<file path="src/rtl/jqpd_pkg.sv">
// Package with shared types and constants of the job queue page drain block.
package jqpd_pkg;
    localparam int QUEUE_DEPTH_DEF = 16;
    localparam int ID_W    = 16;
    localparam int PAGES_W = 16;
    localparam int CNT_W   = 5;
    localparam int TICK_W  = 8;
    localparam int PPT_W   = 8;
    localparam int BUDGET_W = TICK_W + PPT_W;
    localparam int CMD_FIFO_DEPTH = 2;

    typedef enum logic [1:0] {
        FUNC_ADD   = 2'd0,
        FUNC_TICK  = 2'd1,
        FUNC_CHECK = 2'd2,
        FUNC_NONE  = 2'd3
    } func_t;

    // Classified command handed from the front part to the back part.
    typedef struct packed {
        func_t                func;
        logic [ID_W-1:0]      job_number;
        logic [PAGES_W-1:0]   job_pages;
        logic [BUDGET_W-1:0]  budget;
    } cmd_t;

    typedef struct packed {
        logic               found;
        logic [PAGES_W-1:0] pages_left;
        logic [CNT_W-1:0]   jobs_waiting;
        logic [CNT_W-1:0]   jobs_finished;
        logic               add_rejected;
    } result_t;

    typedef enum logic [2:0] {
        ST_IDLE,
        ST_DRAIN_RD,
        ST_DRAIN,
        ST_SEARCH_RD,
        ST_SEARCH,
        ST_OUT
    } state_t;

    localparam int RESULT_W = $bits(result_t);
endpackage

</file>
<file path="src/rtl/job_queue_page_drain.sv">
// Top level of the print job queue with page drain.
//   channel  | dir | fields
//   s_axis   | in  | tdata: func, job_number, job_pages, elapsed_ticks
//   m_axis   | out | tdata: found, pages_left, jobs_waiting, jobs_finished, add_rejected
//   cfg      | in  | pages_per_tick
// An add steps through IDLE, SEARCH and OUT; a tick passes DRAIN_RD and DRAIN once per
// popped or trimmed job; a check then passes SEARCH_RD and SEARCH once per searched entry.
// The back sequencer with its one RAM read port sets these steps.
// Reset is synchronous and active low; the job store needs no clearing.
// A two-entry command queue lets the front accept while the back works or stalls.
module job_queue_page_drain
    import jqpd_pkg::*;
#(
    parameter int QUEUE_DEPTH = QUEUE_DEPTH_DEF
) (
    input  logic        aclk,
    input  logic        aresetn,
    input  logic        cfg_we,
    input  logic [7:0]  cfg_wdata,
    input  logic        s_axis_tvalid,
    output logic        s_axis_tready,
    // func[1:0], job_number[17:2], job_pages[33:18], elapsed_ticks[41:34]
    input  logic [47:0] s_axis_tdata,
    output logic        m_axis_tvalid,
    input  logic        m_axis_tready,
    // found[0], pages_left[16:1], jobs_waiting[21:17], jobs_finished[26:22],
    // add_rejected[27]
    output logic [31:0] m_axis_tdata
);
    logic [PPT_W-1:0] ppt_reg;
    logic             cmd_valid, cmd_ready;
    cmd_t             cmd;
    result_t          res;

    // Pages per tick register.
    always_ff @(posedge aclk) begin
        if (!aresetn) begin
            ppt_reg <= PPT_W'(1);
        end else if (cfg_we) begin
            ppt_reg <= cfg_wdata;
        end
    end

    jqpd_front u_front (
        .aclk(aclk), .aresetn(aresetn), .pages_per_tick(ppt_reg),
        .in_valid(s_axis_tvalid), .in_ready(s_axis_tready),
        .in_func(s_axis_tdata[1:0]), .in_job_number(s_axis_tdata[17:2]),
        .in_job_pages(s_axis_tdata[33:18]), .in_elapsed(s_axis_tdata[41:34]),
        .cmd_valid(cmd_valid), .cmd_ready(cmd_ready), .cmd(cmd)
    );

    jqpd_back #(.QUEUE_DEPTH(QUEUE_DEPTH)) u_back (
        .aclk(aclk), .aresetn(aresetn), .cmd_valid(cmd_valid), .cmd_ready(cmd_ready),
        .cmd(cmd), .res_valid(m_axis_tvalid), .res_ready(m_axis_tready), .res(res)
    );

    // Pack the result fields, lowest field first.
    assign m_axis_tdata = {4'b0, res.add_rejected, res.jobs_finished, res.jobs_waiting,
                           res.pages_left, res.found};
endmodule

</file>
<file path="src/rtl/jqpd_ram.sv">
// Generic single-port-write, single-read RAM with registered read data.
module jqpd_ram #(
    parameter int WIDTH = 16,
    parameter int DEPTH = 16
) (
    input  logic                     aclk,
    input  logic                     we,
    input  logic [$clog2(DEPTH)-1:0] waddr,
    input  logic [WIDTH-1:0]         wdata,
    input  logic [$clog2(DEPTH)-1:0] raddr,
    output logic [WIDTH-1:0]         rdata
);
    logic [WIDTH-1:0] mem_reg [DEPTH];
    logic [WIDTH-1:0] rdata_reg;

    // Write port and registered read port.
    always_ff @(posedge aclk) begin
        if (we) begin
            mem_reg[waddr] <= wdata;
        end
        rdata_reg <= mem_reg[raddr];
    end

    assign rdata = rdata_reg;
endmodule

</file>
<file path="src/rtl/jqpd_front.sv">
// Front part: accepts items, forms the page budget and queues commands.
module jqpd_front
    import jqpd_pkg::*;
(
    input  logic              aclk,
    input  logic              aresetn,
    input  logic [PPT_W-1:0]  pages_per_tick,
    input  logic              in_valid,
    output logic              in_ready,
    input  logic [1:0]        in_func,
    input  logic [ID_W-1:0]   in_job_number,
    input  logic [PAGES_W-1:0] in_job_pages,
    input  logic [TICK_W-1:0] in_elapsed,
    output logic              cmd_valid,
    input  logic              cmd_ready,
    output cmd_t              cmd
);
    localparam int PW = $clog2(CMD_FIFO_DEPTH);
    cmd_t          fifo_reg [CMD_FIFO_DEPTH];
    logic [PW-1:0] wr_ptr_reg, rd_ptr_reg;
    logic [PW:0]   cnt_reg;
    cmd_t          new_cmd;
    logic          push, pop;

    // Classify the item and compute its budget.
    always_comb begin
        new_cmd.func       = func_t'(in_func);
        new_cmd.job_number = in_job_number;
        new_cmd.job_pages  = in_job_pages;
        new_cmd.budget     = in_elapsed * pages_per_tick;
    end

    assign in_ready  = (cnt_reg != (PW+1)'(CMD_FIFO_DEPTH));
    assign cmd_valid = (cnt_reg != '0);
    assign cmd       = fifo_reg[rd_ptr_reg];
    assign push      = in_valid && in_ready;
    assign pop       = cmd_valid && cmd_ready;

    // Short command queue between the two parts.
    always_ff @(posedge aclk) begin
        if (!aresetn) begin
            wr_ptr_reg <= '0;
            rd_ptr_reg <= '0;
            cnt_reg    <= '0;
        end else begin
            if (push) begin
                wr_ptr_reg <= wr_ptr_reg + 1'b1;
            end
            if (pop) begin
                rd_ptr_reg <= rd_ptr_reg + 1'b1;
            end
            cnt_reg <= cnt_reg + (PW+1)'(push) - (PW+1)'(pop);
        end
        if (push) begin
            fifo_reg[wr_ptr_reg] <= new_cmd;
        end
    end
endmodule

</file>
<file path="src/rtl/jqpd_back.sv">
// Back part: runs add, drain and search over the job store.
module jqpd_back
    import jqpd_pkg::*;
#(
    parameter int QUEUE_DEPTH = QUEUE_DEPTH_DEF
) (
    input  logic     aclk,
    input  logic     aresetn,
    input  logic     cmd_valid,
    output logic     cmd_ready,
    input  cmd_t     cmd,
    output logic     res_valid,
    input  logic     res_ready,
    output result_t  res
);
    localparam int AW = $clog2(QUEUE_DEPTH);
    localparam int EW = $clog2(QUEUE_DEPTH + 1);

    state_t              state_reg, state_next;
    cmd_t                cmd_reg, cmd_next;
    logic [AW-1:0]       head_reg, head_next;
    logic [EW-1:0]       count_reg, count_next;
    logic [EW-1:0]       done_reg, done_next;
    logic [EW-1:0]       idx_reg, idx_next;
    logic [BUDGET_W-1:0] budget_reg, budget_next;
    result_t             res_reg, res_next;

    logic                id_we, pg_we;
    logic [AW-1:0]       id_waddr, pg_waddr, raddr;
    logic [PAGES_W-1:0]  pg_wdata, pg_rdata;
    logic [ID_W-1:0]     id_rdata;

    jqpd_ram #(.WIDTH(ID_W), .DEPTH(QUEUE_DEPTH)) u_id_ram (
        .aclk(aclk), .we(id_we), .waddr(id_waddr), .wdata(cmd_reg.job_number),
        .raddr(raddr), .rdata(id_rdata)
    );
    jqpd_ram #(.WIDTH(PAGES_W), .DEPTH(QUEUE_DEPTH)) u_pg_ram (
        .aclk(aclk), .we(pg_we), .waddr(pg_waddr), .wdata(pg_wdata),
        .raddr(raddr), .rdata(pg_rdata)
    );

    // Slot a given distance behind a base slot, wrapping at the depth.
    function automatic logic [AW-1:0] slot_add(logic [AW-1:0] base, logic [EW-1:0] off);
        logic [EW:0] sum;
        sum = (EW+1)'(base) + (EW+1)'(off);
        if (sum >= (EW+1)'(QUEUE_DEPTH)) begin
            sum = sum - (EW+1)'(QUEUE_DEPTH);
        end
        return sum[AW-1:0];
    endfunction

    // Saturate a count to the five-bit result field.
    function automatic logic [CNT_W-1:0] sat5(logic [EW-1:0] v);
        if (32'(v) > 31) begin
            return '1;
        end
        return CNT_W'(v);
    endfunction

    assign cmd_ready = (state_reg == ST_IDLE);
    assign res_valid = (state_reg == ST_OUT);
    assign res       = res_reg;

    // Sequencer for one command at a time.
    always_comb begin
        state_next  = state_reg;
        cmd_next    = cmd_reg;
        head_next   = head_reg;
        count_next  = count_reg;
        done_next   = done_reg;
        idx_next    = idx_reg;
        budget_next = budget_reg;
        res_next    = res_reg;
        id_we       = 1'b0;
        pg_we       = 1'b0;
        id_waddr    = slot_add(head_reg, count_reg);
        pg_waddr    = id_waddr;
        pg_wdata    = cmd_reg.job_pages;
        raddr       = head_reg;
        case (state_reg)
            ST_IDLE: begin
                if (cmd_valid) begin
                    cmd_next    = cmd;
                    budget_next = cmd.budget;
                    done_next   = '0;
                    idx_next    = '0;
                    res_next    = '0;
                    case (cmd.func)
                        FUNC_ADD:   state_next = ST_SEARCH;
                        FUNC_TICK,
                        FUNC_CHECK: state_next = ST_DRAIN_RD;
                        default: begin
                            res_next.jobs_waiting = sat5(count_reg);
                            state_next = ST_OUT;
                        end
                    endcase
                end
            end
            ST_DRAIN_RD: begin
                // Read the front job's pages.
                if (count_reg == '0 || budget_reg == '0) begin
                    state_next = (cmd_reg.func == FUNC_CHECK) ? ST_SEARCH_RD : ST_OUT;
                    res_next.jobs_waiting  = sat5(count_reg);
                    res_next.jobs_finished = sat5(done_reg);
                end else begin
                    state_next = ST_DRAIN;
                end
            end
            ST_DRAIN: begin
                if (budget_reg >= BUDGET_W'(pg_rdata)) begin
                    budget_next = budget_reg - BUDGET_W'(pg_rdata);
                    head_next   = slot_add(head_reg, EW'(1));
                    count_next  = count_reg - 1'b1;
                    done_next   = done_reg + 1'b1;
                end else begin
                    pg_we       = 1'b1;
                    pg_waddr    = head_reg;
                    pg_wdata    = pg_rdata - PAGES_W'(budget_reg);
                    budget_next = '0;
                end
                state_next = ST_DRAIN_RD;
            end
            ST_SEARCH_RD: begin
                // Read the entry at the search position.
                raddr = slot_add(head_reg, idx_reg);
                if (idx_reg >= count_reg) begin
                    state_next = ST_OUT;
                end else begin
                    state_next = ST_SEARCH;
                end
            end
            ST_SEARCH: begin
                if (cmd_reg.func == FUNC_ADD) begin
                    // Append or reject the new job.
                    if (count_reg >= EW'(QUEUE_DEPTH)) begin
                        res_next.add_rejected = 1'b1;
                    end else begin
                        id_we      = 1'b1;
                        pg_we      = 1'b1;
                        count_next = count_reg + 1'b1;
                    end
                    res_next.jobs_waiting = sat5(count_next);
                    state_next = ST_OUT;
                end else if (id_rdata == cmd_reg.job_number) begin
                    res_next.found      = 1'b1;
                    res_next.pages_left = pg_rdata;
                    state_next = ST_OUT;
                end else begin
                    idx_next   = idx_reg + 1'b1;
                    state_next = ST_SEARCH_RD;
                end
            end
            ST_OUT: begin
                if (res_ready) begin
                    state_next = ST_IDLE;
                end
            end
            default: state_next = ST_IDLE;
        endcase
    end

    // Control and payload registers.
    always_ff @(posedge aclk) begin
        if (!aresetn) begin
            state_reg <= ST_IDLE;
            head_reg  <= '0;
            count_reg <= '0;
        end else begin
            state_reg <= state_next;
            head_reg  <= head_next;
            count_reg <= count_next;
        end
        cmd_reg    <= cmd_next;
        done_reg   <= done_next;
        idx_reg    <= idx_next;
        budget_reg <= budget_next;
        res_reg    <= res_next;
    end
endmodule

</file>
<file path="config.mk">
export PLATFORM = sky130hd
export DESIGN_NAME = job_queue_page_drain
export DESIGN_NICKNAME = d
export VERILOG_FILES = /design/src/rtl/jqpd_pkg.sv /design/src/rtl/job_queue_page_drain.sv /design/src/rtl/jqpd_ram.sv /design/src/rtl/jqpd_front.sv /design/src/rtl/jqpd_back.sv
export SDC_FILE = /design/constraint.sdc
export NUM_CORES = 1
export LEC_CHECK = 0
export BUFFER_PORTS_ARGS = -buffer_cell sky130_fd_sc_hd__buf_2
export CORE_MARGIN = 4
export CORE_UTILIZATION = 40
export DETAILED_ROUTE_END_ITERATION = 6
export HOLD_SLACK_MARGIN = 0.03
export PLACE_DENSITY = 0.64
export SLEW_MARGIN = 20
export SYNTH_ARGS = -nofsm -noshare
export SYNTH_HDL_FRONTEND = slang
export SYNTH_SLANG_ARGS = --single-unit
</file>
<file path="constraint.sdc">
create_clock -name aclk -period 4.25 [get_ports aclk]
set_input_delay 0.6375 -clock aclk [delete_from_list [all_inputs] [get_ports aclk]]
set_output_delay 0.6375 -clock aclk [all_outputs]
set_load 0.02 [all_outputs]
</file>
==> results of run 1 <==
[routing by layer]
layer / GRT usage / wire (um)
met5: 0 / 13
met4: 0.0675 / 2660
met2: 0.297 / 38400
met1: 0.234 / 33000
met3: 0.0345 / 5250
[cells in the final DEF, fill, tap and decap left out, types with 8 or more instances in the layout]
master,synthesis,routed
a211oi_1,8,8
a21oi_1,54,52
a32oi_1,64,64
and2_1,73,69
buf_12,0,12
buf_2,53,84
buf_4,14,97
bufinv_16,0,8
clkbuf_1,48,17
clkbuf_16,0,76
clkbuf_8,0,8
clkinv_2,0,13
dfxtp_1,57,51
edfxtp_1,700,700
fa_1,40,38
ha_1,87,82
inv_1,96,93
mux2_2,35,34
mux2i_1,92,92
nand2_1,456,452
nand2b_1,17,17
nand3_1,173,173
nand4_1,38,38
nor2_1,74,57
nor2_2,3,17
nor2b_1,20,20
nor3_1,18,17
nor4_1,11,11
o21a_1,11,11
o21ai_0,44,43
o21ai_1,27,27
o22ai_1,28,12
o22ai_2,0,16
xnor2_1,31,30
xor2_1,37,37
[cells by family after synthesis]
family                     Yosys count  synth area share
and+or+nand+nor                    914             0.127
xor gates and xnor gates            68            0.0179
muxes                              128            0.0400
adders and majority gates          127            0.0569
other                                1          0.000113
DFF                                757             0.667
buffers and inverters              229            0.0308
AOI/OAI and AO/OA                  292            0.0600
[critical path, delay by kind of cell, from the launching register on]
kind | cells | cell delay (ps)
adders and majority gates | 5 | 2050
and+or+nand+nor | 2 | 500
buffers and inverters | 3 | 210
DFF | 1 | 370
AOI/OAI and AO/OA | 3 | 690
xor gates and xnor gates | 1 | 110
[layout make-up]
type,instances,area [um2],area share
tap,1070,1340,0.0350
sequential,757,22200,0.580
timing repair buffer,194,1400,0.0366
antenna,3,7.51,0.000196
inverter,98,368,0.00962
multi-input combinational,1533,10400,0.272
clock buffer,101,2080,0.0543
clock inverter,37,475,0.0124
[repair_timing]
item	in CTS	in global routing
resized for setup	7	16
setup endpoints to repair	6	8
pin swaps	6	9
setup buffers	1	2
[final timing paths]
path                            from                      end  slack [ps]
max                       ppt_reg[2]  u_front.fifo_reg[0][13]          60
min                  s_axis_tdata[4]  u_front.fifo_reg[0][34]         200
max reg2reg               ppt_reg[2]  u_front.fifo_reg[0][13]          60
min reg2reg  u_front.fifo_reg[1][23]       u_back.cmd_reg[23]         550
[power breakdown]
group          internal [mW]  switching (mW)
registers               9.91           0.767
clock network           3.96            2.81
logic                   1.97            3.62
total                   15.8            7.19
==> results.yml, run 1 <==
final_layout:
  nets: 2847
  final.fill_count: 7132
  fin_util: 0.465
  drive_gt1_frac: 0.161
  layoutNonFillerInstCount: 3793
  syn_to_final_growth_pct: 15.1
  final_cell_area_um2: 38200
global_routing:
  grt_pass1_vias: 20700
  overflow: 0
  grt_pass1_wl_um: 121000
  track_usage: 0.179
  antenna_found_initial: 5
  grt_max_degree: 113
yosys:
  syn-instance-count: 2516
  ys.flop_type: "edfxtp_1"
  synth-seq-area-share: 0.667
  async_flop_share: 0
  yosys_warnings: 0
  synth.distinct_cells: 72
  synth-seq-cells: 757
  synth_area_um2: 33200
  synth.most_common_cell: "edfxtp_1"
  avgSynthCellArea_um2: 13.2
  synth_top_cell_by_area: "edfxtp_1"
  synth_edf_count: 700
  synthTopCellsByCount: "edfxtp_1 (700), nand2_1 (456), nand3_1 (173), inv_1 (96), mux2i_1 (92)"
  yosysTopAreaCellShare: 0.633
  ys_top_cells_by_area: "edfxtp_1 (63%), nand2_1 (5.2%), dfxtp_1 (3.4%)"
placed_design:
  place_ws_ps: -333
  hpwl_um: 49000
  dp.cells: 3649
  place_area_um2: 35500
  portBuffers: 84
  place_congestion: 0.852
floorplanning:
  die-area_um2: 87700
  fp.dieH_um: 296
  core_um2: 82200
  io_pins: 95
  die_w_um: 296
  initial_core_util: 0.404
  core.rowCount: 105
worst_setup_path:
  critPathKind: "reg2reg"
  cp.required_ps: 4600
  cp_slowest_stage_delay_ps: 490
  endpoint_kind: "flip-flop"
  cp_common_cell: "fa_1"
  crit_arrival_ps: 4540
  reg2reg_depth: 14
  path_max_fanout: 5
  cp_slowest_cell: "fa_1"
  crit_path_cell_trace: "buf_6 > and2_4 > fa_1 > fa_1 > fa_1 > inv_1 > fa_1 > inv_1 > ha_2 > or3_4 > a311oi_4 > o41ai_2 > a21oi_1 > xnor2_1"
  cp-start-kind: "flip-flop"
clock_tree:
  clk_path_buf_depth: 3
  clk_pin_slew_ps: 60
  holdBufCountCts: 0
  cts-buffers-inserted: 75
  cts_max_level: 3
  cts_sinks: 757
  insertion_delay_ps: 620
  clock_tree.root_cell: "clkbuf_16"
  cts_tree: "built"
route:
  ant_nets: 0
  dr.pass1.iters: 5
  post_drt_wl_per_cell_um: 20.9
  vias: 20500
  drc: 0
  vias_per_cell: 5.41
  routed_wl_um: 79300
  drt-initial-drc-count: 1851
sta:
  drv_slew: 0
  max_clock_freq_mhz: 239
  holdWs_ps: 203
  tns_ps: 0
  hold_violations: 0
  setup_violations: 0
  rsz0062_at_grt: "yes"
  slew_headroom: 0.438
  fin_ws_ps: 61.1
  fin_skew_ps: 22.0
  post-route-period-util: 0.986
  min_period_ps: 4190
  worst_pin_slew_ps: 840
pwr:
  p_total_mw: 23.0
  p_leak_nw: 14.3
  p_per_area_nw_per_um2: 603
  vdd_drop_max_uv: 313
flow_run:
  maxCapViolCount: 0
status:
  status: "finished, final reports clean"
hold_path:
  holdPathStages: 1
  min_path_type: "in2reg"
No activity file was read; power rests on OpenSTA's default activity.
==> inputs of run 2 (changes only) <==
- PLACE_DENSITY: 0.64 -> not set
- PLACE_DENSITY_LB_ADDON: not set -> 0.08
==> run 2 against run 1 <==
Net effect: the flow now finishes with violations (negative setup slack); final cell count increased by 0.61%; clock skew increased by 4.6 ps; core utilization increased by 0.34 points; sequential power about the same; combinational power increased by 3%; die area unchanged; critical path type unchanged; critical endpoint is now u_front.fifo_reg[1][13].
==> results.yml, run 2 (same netlist as run 1, synthesis figures left out) <==
sta:
  min_period_ps: 4260
  hold_violations: 0
  holdWs_ps: 193
  fin_ws_ps: -14.7
  worst_pin_slew_ps: 866
  drv_slew: 0
  slew_headroom: 0.417
  max_clock_freq_mhz: 234
  post-route-period-util: 1.00
  fin_skew_ps: 26.6
  rsz0062_at_grt: "yes"
  setup_violations: 2
final_layout:
  mostFrequentLayoutCells: "edfxtp_1 (700), nand2_1 (452), nand3_1 (173)"
  multi_input_area_um2: 10400
  nets: 2863
  final_common_cell: "edfxtp_1"
  seqCellArea_um2: 22200
  syn_to_final_growth_pct: 16.0
  drive_gt1_frac: 0.167
  final.fill_count: 7311
  final_cell_area_um2: 38500
route:
  dr.pass1.iters: 5
  top_layer_used: "met4"
  wl_met1_um: 40300
  vias_per_cell: 5.34
  met3_length_um: 3770
  drc: 0
  ant_nets: 0
  post_drt_wl_per_cell_um: 23.0
  drt-initial-drc-count: 1566
  vias: 20400
  met2WireLength_um: 41900
  routed_wl_um: 87900
global_routing:
  grt_max_degree: 117
  overflow: 0
  track_usage: 0.200
  antenna_found_initial: 3
  grt_pass1_wl_um: 131000
  grt_pass1_vias: 20300
status:
  violations: "negative setup slack"
  status: "finished with violations"
worst_setup_path:
  crit_buf_inv: 3
  path_max_fanout: 5
  worstSetupPathDepth: 14
  crit_arrival_ps: 4630
  cp.required_ps: 4620
  critPathKind: "reg2reg"
  cp_slowest_stage_delay_ps: 510
  cp_common_cell: "fa_1"
  crit_path_cell_trace: "buf_6 > and2_4 > fa_1 > fa_1 > fa_1 > inv_1 > fa_1 > inv_2 > ha_4 > or3_4 > a311oi_4 > o41ai_2 > a21oi_1 > xnor2_1"
  reg2reg_depth: 14
  endpoint_kind: "flip-flop"
  cp_slowest_cell: "fa_1"
  cp-start-kind: "flip-flop"
  crit_family: "adder cells"
floorplanning:
  core_um2: 82200
  die-area_um2: 87700
  io_pins: 95
  core.rowCount: 105
  fp.dieH_um: 296
  initial_core_util: 0.404
  die_w_um: 296
pwr:
  p_leak_nw: 14.4
  p_per_area_nw_per_um2: 617
  vdd_drop_max_uv: 298
hold_path:
  min_path_type: "in2reg"
  holdPathStages: 1
clock_tree:
  cts_max_level: 3
  insertion_delay_ps: 640
  clock_tree.root_cell: "clkbuf_16"
  cts_sinks: 757
  cts_tree: "built"
  clk_pin_slew_ps: 70
  clk_path_buf_depth: 3
  cts-buffers-inserted: 82
placed_design:
  place_congestion: 0.873
  hpwl_um: 52400
  portBuffers: 84
  place_area_um2: 35600
flow_run:
  maxCapViolCount: 0
-- run 2: path summary, 6_finish.rpt --
check                          startpoint                       to  slack [ps]
setup / recovery               ppt_reg[3]  u_front.fifo_reg[1][13]         -10
hold / removal            s_axis_tdata[7]  u_front.fifo_reg[1][37]         190
setup reg to reg               ppt_reg[3]  u_front.fifo_reg[1][13]         -10
hold reg to reg   u_front.fifo_reg[0][41]       u_back.cmd_reg[41]         550
-- run 2: cell type report --
| type | instances | share of cell area |
|---|---|---|
| multi-input cells | 1533 | 0.270 |
| diodes | 3 | 0.000195 |
| clock inverters | 45 | 0.0140 |
| flip-flops and latches | 757 | 0.576 |
| well taps | 1070 | 0.0348 |
| inverters | 98 | 0.00955 |
| clock buffers | 107 | 0.0581 |
| repair buffers | 203 | 0.0375 |
-- run 2: what timing repair did --
action,4_1_cts,5_1_grt
hold endpoints to repair,0,0
pin swaps,7,10
gates resized for setup,15,10
endpoints found under the setup margin,6,10
setup buffers,1,1
hold buffers,0,0
-- run 2: through the flow --
step           TNS [ps]  std cells  setup WS, ps  power, mW  utilization
6_report          -29.2       3816         -14.7       23.7        0.468
5_1_grt            -663       3814          -169       24.9        0.468
4_1_cts               0       3812         0.343       23.9        0.467
3_5_place_dp      -3530       3659          -438       16.5        0.433
3_3_place_gp      -2830       3659          -345       16.4        0.433
2_1_floorplan     -59.6       2519         -21.8       14.3            -
-- run 2: where the power goes --
part / switching, mW / internal (mW) / total (mW)
Combinational: 3.77 / 2.00 / 5.77
Clock: 3.00 / 4.30 / 7.29
Sequential: 0.773 / 9.91 / 10.7
Total: 7.54 / 16.2 / 23.7
-- run 2: per-layer routing --
metal,GRT usage,vias to the layer above
li1,-,9508
met1,0.280,10300
met3,0.0290,106
met4,0.0521,0
met5,0,-
met2,0.328,446
